## config.mk

```make
export PLATFORM = sky130hd
export DESIGN_NAME = soc_average_cycle_detector_unit
export DESIGN_NICKNAME = d
export VERILOG_FILES = /design/src/sv/soc_acd_pkg.sv /design/src/sv/soc_average_cycle_detector_unit.sv
export SDC_FILE = /design/constraint.sdc
export NUM_CORES = 1
export LEC_CHECK = 0
export CAP_MARGIN = 20
export CELL_PAD_IN_SITES_DETAIL_PLACEMENT = 1
export CELL_PAD_IN_SITES_GLOBAL_PLACEMENT = 1
export CORE_ASPECT_RATIO = 0.5
export CORE_MARGIN = 5
export CORE_UTILIZATION = 45
export DETAILED_ROUTE_END_ITERATION = 6
export DONT_BUFFER_PORTS = 1
export PLACE_DENSITY = 0.81
export RECOVER_POWER = 25
export SLEW_MARGIN = 0
export SYNTH_ARGS = -nofsm -noshare
export SYNTH_HDL_FRONTEND = slang
export SYNTH_SLANG_ARGS = --single-unit
```

## constraint.sdc

```tcl
create_clock -name clock -period 12.1 [get_ports clock]
set_input_delay 0.605 -clock clock [delete_from_list [all_inputs] [get_ports clock]]
set_output_delay 0.605 -clock clock [all_outputs]
set_load 0.02 [all_outputs]
```

## src/sv/soc_acd_pkg.sv

```systemverilog
`timescale 1ns / 1ps

package soc_acd_pkg;

   // window depth used when the top level is not overridden
   localparam int WINDOW_DEFAULT = 5;

   // field widths
   localparam int SAMPLE_W  = 16;
   localparam int CSR_W     = 19;
   localparam int SUM_OUT_W = 19;
   localparam int MEAN_W    = 20;
   localparam int CSR_IDX_W = 2;

   // reset and substitution values
   localparam int unsigned RESET_SAMPLE = 50;
   localparam int unsigned DEFAULT_TEMP = 250;
   localparam int unsigned MIN_SUM_RESET = 50;
   localparam int unsigned THRESH_RESET  = 5;

   // saturation limits of the result fields
   localparam int unsigned MAX19 = 32'h0007_FFFF;
   localparam int unsigned MAX20 = 32'h000F_FFFF;

   // register map
   localparam logic [CSR_IDX_W-1:0] REG_MIN_CHARGE_SUM   = 2'd0;
   localparam logic [CSR_IDX_W-1:0] REG_CHANGE_THRESHOLD = 2'd1;

   // packed stream widths
   localparam int REQ_DATA_W = 32;
   localparam int RSP_DATA_W = 80;

endpackage

```

## src/sv/soc_average_cycle_detector_unit.sv

```systemverilog
`timescale 1ns / 1ps

// State-of-charge cycle detector. Each request carries a charge sample, a
// temperature sample and a temperature-valid flag; the charge goes into a
// WINDOW-deep ring whose running sum is the filtered charge times WINDOW.
// Every request gives exactly one response: the new sum, a below-minimum flag,
// and, when the sum moved from the last recorded sum by more than the
// threshold register, a cycle event with depth, mean and temperature (these
// three read zero without an event). A request passes the input register, then
// the result register; one request is taken every cycle unless the response
// side stalls; ring, sum and recorded sum update in that single result stage.
// Write registers through the csr port only while idle (not enforced here).
module soc_average_cycle_detector_unit #(
   parameter int WINDOW = soc_acd_pkg::WINDOW_DEFAULT
) (
   input  logic                                  clock,
   input  logic                                  reset,
   // request: tdata from bit 0 = charge_sample, temp_sample; tuser = temp_ok
   input  logic                                  req_tvalid,
   output logic                                  req_tready,
   input  logic [soc_acd_pkg::REQ_DATA_W-1:0]    req_tdata,
   input  logic                                  req_tuser,
   // response: tdata from bit 0 = charge_sum, cycle_depth, cycle_mean,
   // cycle_temp, below_min, zero fill; tuser = cycle_event
   output logic                                  rsp_tvalid,
   input  logic                                  rsp_tready,
   output logic [soc_acd_pkg::RSP_DATA_W-1:0]    rsp_tdata,
   output logic                                  rsp_tuser,
   // register writes
   input  logic                                  csr_valid,
   output logic                                  csr_ready,
   input  logic [soc_acd_pkg::CSR_IDX_W-1:0]     csr_index,
   input  logic [soc_acd_pkg::CSR_W-1:0]         csr_data
);

   localparam int SW    = soc_acd_pkg::SAMPLE_W;
   localparam int SUM_W = $clog2(WINDOW * ((1 << SW) - 1) + 1);
   localparam int EXT_W = (SUM_W + 1 > soc_acd_pkg::MEAN_W) ? SUM_W + 1
                                                             : soc_acd_pkg::MEAN_W;
   localparam int PTR_W = $clog2(WINDOW);
   localparam int RW    = soc_acd_pkg::SUM_OUT_W;
   localparam int MW    = soc_acd_pkg::MEAN_W;
   localparam int PAD_W = soc_acd_pkg::RSP_DATA_W - (2 * RW + MW + SW + 1);

   // configuration registers
   logic [soc_acd_pkg::CSR_W-1:0] min_sum_ff, min_sum_in;
   logic [soc_acd_pkg::CSR_W-1:0] thresh_ff, thresh_in;

   // input register
   logic          s1_valid_ff, s1_valid_in;
   logic [SW-1:0] s1_charge_ff, s1_charge_in;
   logic [SW-1:0] s1_temp_ff, s1_temp_in;

   // filter state
   logic [SW-1:0]    ring_ff [WINDOW];
   logic [SW-1:0]    ring_in [WINDOW];
   logic [PTR_W-1:0] ptr_ff, ptr_in;
   logic [SUM_W-1:0] sum_ff, sum_in;
   logic [SUM_W-1:0] rec_ff, rec_in;

   // result register
   logic                               rsp_valid_ff, rsp_valid_in;
   logic [soc_acd_pkg::RSP_DATA_W-1:0] rsp_data_ff, rsp_data_in;
   logic                               rsp_event_ff, rsp_event_in;

   // datapath
   logic             out_advance;
   logic             s1_fire;
   logic             req_fire;
   logic [SUM_W-1:0] sum_new;
   logic [SUM_W-1:0] depth;
   logic             cycle_event;
   logic [EXT_W-1:0] sum_ext;
   logic [EXT_W-1:0] depth_ext;
   logic [EXT_W-1:0] mean_ext;
   logic [RW-1:0]    sum_sat;
   logic [RW-1:0]    depth_sat;
   logic [MW-1:0]    mean_sat;
   logic             below_min;

   // handshake
   assign out_advance = !rsp_valid_ff || rsp_tready;
   assign s1_fire     = s1_valid_ff && out_advance;
   assign req_tready  = !s1_valid_ff || out_advance;
   assign req_fire    = req_tvalid && req_tready;
   assign csr_ready   = 1'b1;

   // register writes, out-of-map index ignored
   always_comb begin
      min_sum_in = min_sum_ff;
      thresh_in  = thresh_ff;
      if (csr_valid) begin
         case (csr_index)
            soc_acd_pkg::REG_MIN_CHARGE_SUM:   min_sum_in = csr_data;
            soc_acd_pkg::REG_CHANGE_THRESHOLD: thresh_in  = csr_data;
            default: ;
         endcase
      end
   end

   // input stage, failed temperature read replaced here
   always_comb begin
      s1_valid_in  = s1_valid_ff;
      s1_charge_in = s1_charge_ff;
      s1_temp_in   = s1_temp_ff;
      if (req_fire) begin
         s1_valid_in  = 1'b1;
         s1_charge_in = req_tdata[SW-1:0];
         s1_temp_in   = req_tuser ? req_tdata[2*SW-1:SW]
                                  : SW'(soc_acd_pkg::DEFAULT_TEMP);
      end else if (s1_fire) begin
         s1_valid_in = 1'b0;
      end
   end

   // running sum and change detection
   always_comb begin
      sum_new = sum_ff - SUM_W'(ring_ff[ptr_ff]) + SUM_W'(s1_charge_ff);
      depth   = (sum_new >= rec_ff) ? sum_new - rec_ff : rec_ff - sum_new;
      sum_ext   = EXT_W'(sum_new);
      depth_ext = EXT_W'(depth);
      mean_ext  = EXT_W'(sum_new) + EXT_W'(rec_ff);
      cycle_event = depth_ext > EXT_W'(thresh_ff);
      below_min   = sum_ext < EXT_W'(min_sum_ff);
      sum_sat   = (sum_ext > EXT_W'(soc_acd_pkg::MAX19)) ? RW'(soc_acd_pkg::MAX19)
                                                         : sum_ext[RW-1:0];
      depth_sat = (depth_ext > EXT_W'(soc_acd_pkg::MAX19)) ? RW'(soc_acd_pkg::MAX19)
                                                           : depth_ext[RW-1:0];
      mean_sat  = (mean_ext > EXT_W'(soc_acd_pkg::MAX20)) ? MW'(soc_acd_pkg::MAX20)
                                                          : mean_ext[MW-1:0];
   end

   // state update on each request leaving the input stage
   always_comb begin
      ring_in = ring_ff;
      ptr_in  = ptr_ff;
      sum_in  = sum_ff;
      rec_in  = rec_ff;
      if (s1_fire) begin
         ring_in[ptr_ff] = s1_charge_ff;
         ptr_in = (ptr_ff == PTR_W'(WINDOW - 1)) ? '0 : ptr_ff + 1'b1;
         sum_in = sum_new;
         if (cycle_event) begin
            rec_in = sum_new;
         end
      end
   end

   // result stage
   always_comb begin
      rsp_valid_in = rsp_valid_ff;
      rsp_data_in  = rsp_data_ff;
      rsp_event_in = rsp_event_ff;
      if (s1_fire) begin
         rsp_valid_in = 1'b1;
         rsp_event_in = cycle_event;
         rsp_data_in  = {PAD_W'(0), below_min,
                         cycle_event ? s1_temp_ff : SW'(0),
                         cycle_event ? mean_sat : MW'(0),
                         cycle_event ? depth_sat : RW'(0),
                         sum_sat};
      end else if (rsp_tready) begin
         rsp_valid_in = 1'b0;
      end
   end

   // control and state registers
   always_ff @(posedge clock) begin
      if (reset) begin
         min_sum_ff   <= soc_acd_pkg::CSR_W'(soc_acd_pkg::MIN_SUM_RESET);
         thresh_ff    <= soc_acd_pkg::CSR_W'(soc_acd_pkg::THRESH_RESET);
         s1_valid_ff  <= 1'b0;
         rsp_valid_ff <= 1'b0;
         for (int i = 0; i < WINDOW; i++) begin
            ring_ff[i] <= SW'(soc_acd_pkg::RESET_SAMPLE);
         end
         ptr_ff <= '0;
         sum_ff <= SUM_W'(soc_acd_pkg::RESET_SAMPLE * WINDOW);
         rec_ff <= SUM_W'(soc_acd_pkg::RESET_SAMPLE * WINDOW);
      end else begin
         min_sum_ff   <= min_sum_in;
         thresh_ff    <= thresh_in;
         s1_valid_ff  <= s1_valid_in;
         rsp_valid_ff <= rsp_valid_in;
         ring_ff      <= ring_in;
         ptr_ff       <= ptr_in;
         sum_ff       <= sum_in;
         rec_ff       <= rec_in;
      end
   end

   // payload registers
   always_ff @(posedge clock) begin
      s1_charge_ff <= s1_charge_in;
      s1_temp_ff   <= s1_temp_in;
      rsp_data_ff  <= rsp_data_in;
      rsp_event_ff <= rsp_event_in;
   end

   assign rsp_tvalid = rsp_valid_ff;
   assign rsp_tdata  = rsp_data_ff;
   assign rsp_tuser  = rsp_event_ff;

   // write pointer stays inside the ring
   a_ptr_range: assert property (@(posedge clock) disable iff (reset)
      ptr_ff <= PTR_W'(WINDOW - 1))
      else $error("ring pointer out of range");

   // an event moves the recorded sum to the new window sum
   a_rec_update: assert property (@(posedge clock) disable iff (reset)
      s1_fire && cycle_event |=> rec_ff == sum_ff)
      else $error("recorded sum not updated on event");

   // without an event the recorded sum holds
   a_rec_hold: assert property (@(posedge clock) disable iff (reset)
      !(s1_fire && cycle_event) |=> $stable(rec_ff))
      else $error("recorded sum changed without event");

   // back pressure only when both stages are full
   a_ready: assert property (@(posedge clock) disable iff (reset)
      !req_tready |-> s1_valid_ff && rsp_valid_ff)
      else $error("request stalled with a free stage");

   // cycle fields are zero when no event is reported
   a_no_event_zero: assert property (@(posedge clock) disable iff (reset)
      rsp_tvalid && !rsp_tuser |-> rsp_tdata[2*RW+MW+SW-1:RW] == '0)
      else $error("cycle fields set without event");

endmodule

```

After elaboration in Yosys (flattened, before gate mapping)
Index checks and enable logic that the tools add are counted.
Widths: inputs -> output; s select.
{"block": "word_totals", "latchBits": 0, "ram_bits": 0, "in_bits": 59, "elab_cells": 58, "out_inout_bits": 84, "memories": 0, "ff_bits": 269, "romBits": 0}
{"block": "op_classes", "reduce_logical": 13, "mux": 13, "n_addsub": 6, "n_mul": 0, "n_div": 0, "magnitude_cmp": 6, "bitwise": 1, "eq_ne": 2, "n_shift": 0}
{"operator": "$bwmux 80", "n": 1}
{"operator": "$bmux 16 s3", "n": 1}
{"operator": "$demux 16 s3", "n": 1}
{"operator": "$mux 16", "n": 3}
{"operator": "$sub 19x19->19", "n": 2}
{"operator": "$add 19x19->20", "n": 1}
{"operator": "$gt 20x20->1 const B", "n": 1}
{"operator": "$mux 20", "n": 1}
{"operator": "$add 19x16->19", "n": 1}
{"operator": "$ge 19x19->1", "n": 1}
{"operator": "$gt 19x19->1", "n": 1}
{"operator": "$lt 19x19->1", "n": 1}
{"operator": "$mux 19", "n": 1}
{"operator": "$sub 19x16->19", "n": 1}
{"operator": "$reduce_and 2->1", "n": 3}
{"operator": "$ge 4x4->1 const B", "n": 1}
{"operator": "$lt 4x1->1 const B", "n": 1}
{"operator": "$mux 1", "n": 4}
{"operator": "$not 3->4", "n": 1}
{"operator": "$reduce_bool 2->1", "n": 2}
{"operator": "$add 3x1->3 const B", "n": 1}
{"operator": "$eq 3x3->1 const B", "n": 1}
{"operator": "$logic_and 1x1->1", "n": 3}
{"operator": "$mux 3", "n": 1}
{"operator": "4 further kinds", "n": 6}

Longest topological paths before layout
{"block": "depth", "depth_word": 10, "ltp_mapped": 38, "mapped_depth_nobuf": 33}

Worst setup path after synthesis
Ideal clock, no wire load.
{"block": "synth_timing", "path_type": "reg2reg", "start": "reg ptr_ff[0]", "end": "reg rsp_data_ff, in the netlist rsp_tdata[57], data pin", "arrival_time_ns": 8.118, "path_buffers": 6, "slack_ns": 3.713, "setup_time_ns": 0.269, "stages_incl_launch_ff": 38, "t_required_ns": 11.831, "synth_period_minus_slack_ns": 8.387, "path_cell_list": "dfxtp_1 clkbuf_1 buf_1 mux4_2 a22o_1 fa_1 inv_1 fa_1 a21oi_1 nor2_1 nor4b_1 nor3_1 o31ai_1 mux2i_1 or2_2 ha_1 clkbuf_1 nand4_1 (+2 left out) and3_1 nand2_1 buf_2 mux2i_1 nor3_2 xnor2_1 ha_1 a21o_1 a21o_1 a21oi_1 o211ai_1 a21oi_1 or2_2 clkbuf_1 inv_1 clkbuf_1 o21ai_0 o41ai_1"}
{"block": "synth_between", "elab_chain_cells": 9, "elab_cells_between_ends": 14, "classes_between": "add/sub: 5; order compare: 3; mux: 5; bitwise: 1"}
{"item": "start: declaration", "line_no": "soc_average_cycle_detector_unit.sv:57", "text": "logic [PTR_W-1:0] ptr_ff, ptr_in;"}
{"item": "start signal: assignment", "line_no": "soc_average_cycle_detector_unit.sv:186", "text": "ptr_ff <= ptr_in;"}
{"item": "$not 3->4 (not written as such)", "line_no": "soc_average_cycle_detector_unit.sv:118", "text": "sum_new = sum_ff - SUM_W'(ring_ff[ptr_ff]) + SUM_W'(s1_charge_ff);"}
{"item": "$bmux 16 s3", "line_no": "soc_average_cycle_detector_unit.sv:118"}
{"item": "$mux 16 (not written as such) (2 in series)", "line_no": "soc_average_cycle_detector_unit.sv:118"}
{"item": "$sub 19x16->19", "line_no": "soc_average_cycle_detector_unit.sv:118"}
{"item": "$add 19x16->19", "line_no": "soc_average_cycle_detector_unit.sv:118"}
{"item": "via sum_new[18]", "line_no": "soc_average_cycle_detector_unit.sv:70", "text": "logic [SUM_W-1:0] sum_new;"}
{"item": "$ge 19x19->1", "line_no": "soc_average_cycle_detector_unit.sv:119", "text": "depth = (sum_new >= rec_ff) ? sum_new - rec_ff : rec_ff - sum_new;"}
{"item": "$mux 19", "line_no": "soc_average_cycle_detector_unit.sv:119"}
{"item": "via depth[8]", "line_no": "soc_average_cycle_detector_unit.sv:71", "text": "logic [SUM_W-1:0] depth;"}
{"item": "$gt 19x19->1", "line_no": "soc_average_cycle_detector_unit.sv:123", "text": "cycle_event = depth_ext > EXT_W'(thresh_ff);"}
{"item": "via cycle_event", "line_no": "soc_average_cycle_detector_unit.sv:72", "text": "logic cycle_event;"}
{"item": "end signal: assignment", "line_no": "soc_average_cycle_detector_unit.sv:196", "text": "rsp_data_ff <= rsp_data_in;"}
{"item": "end: declaration", "line_no": "soc_average_cycle_detector_unit.sv:63", "text": "logic [soc_acd_pkg::RSP_DATA_W-1:0] rsp_data_ff, rsp_data_in;"}
The timed path passes the listed nets, and every way through them passes these cells. The select of a mux whose other input is x is not followed.
A chain may end at the register's enable or synchronous reset.

Final worst setup path
{"block": "layout_timing", "start": "reg ptr_ff[2]", "end": "reg rsp_data_ff, in the netlist rsp_tdata[62], data pin"}
{"block": "layout_between", "elab_chain_cells": 9, "elab_cells_between_ends": 11, "classes_between": "add/sub: 4; order compare: 2; mux: 4; bitwise: 1"}
{"item": "$not 3->4 (not written as such)", "line_no": "soc_average_cycle_detector_unit.sv:118"}
{"item": "$bmux 16 s3", "line_no": "soc_average_cycle_detector_unit.sv:118"}
{"item": "$mux 16 (not written as such) (2 in series)", "line_no": "soc_average_cycle_detector_unit.sv:118"}
{"item": "$sub 19x16->19", "line_no": "soc_average_cycle_detector_unit.sv:118"}
{"item": "$add 19x16->19", "line_no": "soc_average_cycle_detector_unit.sv:118"}
{"item": "via sum_new[17]", "line_no": "soc_average_cycle_detector_unit.sv:70"}
{"item": "$ge 19x19->1", "line_no": "soc_average_cycle_detector_unit.sv:119"}
{"item": "$mux 19", "line_no": "soc_average_cycle_detector_unit.sv:119"}
{"item": "via depth[4]", "line_no": "soc_average_cycle_detector_unit.sv:71"}
{"item": "$gt 19x19->1", "line_no": "soc_average_cycle_detector_unit.sv:123"}
The timed path passes the listed nets, and every way through them passes these cells. The select of a mux whose other input is x is not followed.

==> impl_metrics.ini <==
[synthesis]
syn_inst = 1653
synth_top_area_share_pct = 21.5
ys_seq_area_share_pct = 42.8
synth_area_um2 = 15100
yosys_register_bits = 269
synth-edff-count = 108
synthFlopType = dfxtp_1
syn_avg_cell_area_um2 = 9.15
async_reset_ff_share_pct = 0
yosys-top-cells-area = edfxtp_1, dfxtp_1, ha_1
yosys.area.top_type = edfxtp_1
yosysUniqueCellTypes = 79
yosys_warnings = 0

[global_routing]
grt_pass1_vias = 12200
grtUsageTotal_pct = 22.3
antenna_found_initial = 0
globalRouteOverflowTotal = 0
grt_max_degree = 135
grt_pass1_wl_mm = 68.0

[worst_setup_path]
crit_required_ns = 12.40
crit_family = compound AO/OA/AOI/OAI gates
crit_fanout = 35
slowest_stage = nor3_2
end_kind = register
worstReg2RegEnd = rsp_tdata[62]
worstSetupStartpointType = register
critical_path_arrival_ns = 10.66
r2r_setup_slack_ns = 1.74
cp_slowest_stage_delay_ns = 1.00
reg2reg_from = ptr_ff[2]
path_buf_inv = 5
reg2reg_depth = 31
worst-path-stages = 31
worstSetupPathType = register to register
crit_path_frequent_cell = inv_1

[sta]
rsz0062_at_grt = false
hold_viol = 0
fin_tns_setup_ns = 0
fin_ws_ns = 1.74
finClkSkew_ns = 0.0214
maxSlewViolCount = 0
min_period_over_period_pct = 85.6
min_period_ns = 10.36
worst_slew_margin_rel_pct = 29.5
max_freq_mhz = 96.5
worst_slew_pin_slew_ns = 1.05
finalSetupViolCount = 0

[clock_network]
post-cts-setup-buffers = 0
clock_latency_ns = 0.55
cts_hold_buf = 0
cts_buffers = 25
root_buffer = clkbuf_16
cts_max_level = 1
cts.clk_slew.worst_paths_ns = 0.07
cts_num_sinks = 269
tritoncts = yes
max-clock-path-buffers = 3
cts_resized = 0

[min_path]
hp-start = req_tdata[3]
whs_endpoint = s1_charge_ff[3]
min_path_cells = 0
hp-class = input port to register

[floorplanning]
fp.dieW_um = 269
coreArea_um2 = 33100
dieArea_um2 = 37600
die_y_um = 140
ios = 143
initial_core_util_pct = 45.7
rows = 47

[layout]
n_antenna_cell = 0
nets = 1809
layout.area.seq_um2 = 6470
multi_input_area_um2 = 7680
layout-drive-gt1-share_pct = 5.88
fill_cells = 3774
area_growth_pct = 7.56

[routing]
drt_iter0_drc = 785
drt-pass1-iter-count = 5
wl_met1_mm = 20.5
via_count = 11700
drc = 0
top_layer = met4
dr_wl_met2_mm = 19.7
drtAntennaViolNets = 0
viasPerCell = 5.65
avgRoutedWirePerCell_um = 20.8
wl_met3_mm = 2.28
wirelength_mm = 43.2

[job]
drv_cap = 0

[run_status]
status = finished clean

[place]
place.gp.congestion = 0.942
place_hpwl_mm = 31.9
dp_worst_setup_slack_ns = 1.86
port_buffers = 0
==> metrics by stage <==
stage,utilization (%),hold WS [ns],instance area [µm²],instances
finish,49.1,0.159,16300,2075
CTS,49.1,0.127,16300,2075
detailed placement,46.6,0.442,15400,2030
floorplan,-,0.433,15100,1657
global placement,46.6,0.436,15400,2030
global route,49.1,0.132,16300,2075
==> layer usage <==
| layer | GRT usage, % | vias up |
|---|---|---|
| met1 | 31.1 | 5791 |
| met4 | 3.55 | 0 |
| met5 | 0 | - |
| met3 | 4.09 | 45 |
| met2 | 37.3 | 298 |
| li1 | - | 5581 |
==> Yosys cell counts (all sizes together), types with 4 or more instances <==
master and number:
or3 12, and3 10, clkbuf 56, nand3b 5, a21o 26, nand2b 16, a21oi 174, nor2b 16
a31oi 4, dfxtp 161, nor3b 5, o21a 4, or2 5, buf 26, a211o 5, nand3 20
nor2 93, o311ai 5, a211oi 15, mux4 16, mux2i 24, and2 43, nor4 5, xnor2 30
fa 19, ha 115, a22o 14, a311oi 4, inv 161, xor2 9, nand4 11, nand2 284
edfxtp 108, o211ai 35, o21ai 38, o21bai 9, nor3 27
==> cell usage in the layout, fill, tap and decap left out, types with 6 or more instances in the layout <==
master     instances
a211oi_1          13
a21o_1            26
o211ai_1          35
mux2i_1           24
nor2_1            92
fa_1              19
o21bai_1           9
xnor2_1           30
nand2b_1          16
buf_4             14
a22o_1            14
nor2b_1           16
nand2_1          284
ha_1             115
mux4_2            16
o21ai_0           36
xor2_1             9
nand3_1           20
conb_1             6
nand4_1           10
nor3_1            23
dfxtp_1          161
and2_1            38
inv_1            159
clkbuf_16         27
clkinv_2           7
or3_1             12
edfxtp_1         108
a21oi_1          172
and3_1             8
==> worst register-to-register path, delay by kind of cell, from the launching register on <==
kind | cells | cell delay, ns
flip-flops | 1 | 0.41
XOR/XNOR | 1 | 0.16
AND/OR/NAND/NOR | 6 | 2.73
buffers and inverters | 5 | 1.64
AO/OA/AOI/OAI | 15 | 3.81
adder cells (fa/ha/maj) | 4 | 1.38
==> worst max-delay path by stage <==
stage | endpoint | startpoint | slack [ns]
3_5_place_dp | rsp_tdata[62] | ptr_ff[2] | 1.86
2_1_floorplan | rsp_tdata[57] | ptr_ff[0] | 3.71
6_report | rsp_tdata[62] | ptr_ff[2] | 1.74
4_1_cts | rsp_tdata[32] | ptr_ff[2] | 1.77
5_1_grt | rsp_tdata[57] | ptr_ff[2] | 0.86
3_3_place_gp | rsp_tdata[62] | ptr_ff[2] | 2.17
==> cell type report <==
cell class	count	area share, %
Multi-Input combinational cell	1144	47.2
Sequential cell	269	39.8
Clock buffer	33	4.48
Inverter	162	3.75
Tap cell	441	3.39
Clock inverter	12	0.723
Timing Repair Buffer	14	0.646
==> kinds of logic after synthesis <==
family / synth area share, %
mux: 4.05
simple gates: 17.0
flops: 42.8
fa+ha+maj: 12.0
buf+inv: 6.60
xor+xnor: 2.26
compound gates: 15.3
other cells: 0.0497
==> flip-flops by register name, summed over array words and instances (netlist names) <==
signal,cells
thresh_ff,19
min_sum_ff,19
ptr_ff,3
rec_ff,19
s1_charge_ff,16
sum_ff,19
s1_valid_ff,1
s1_temp_ff,16
rsp_tvalid,1
rsp_tuser,1
rsp_tdata,75
ring_ff,80
Power is not shown: default switching activity piles up to over one toggle a cycle in this logic, so the estimate is an artifact.
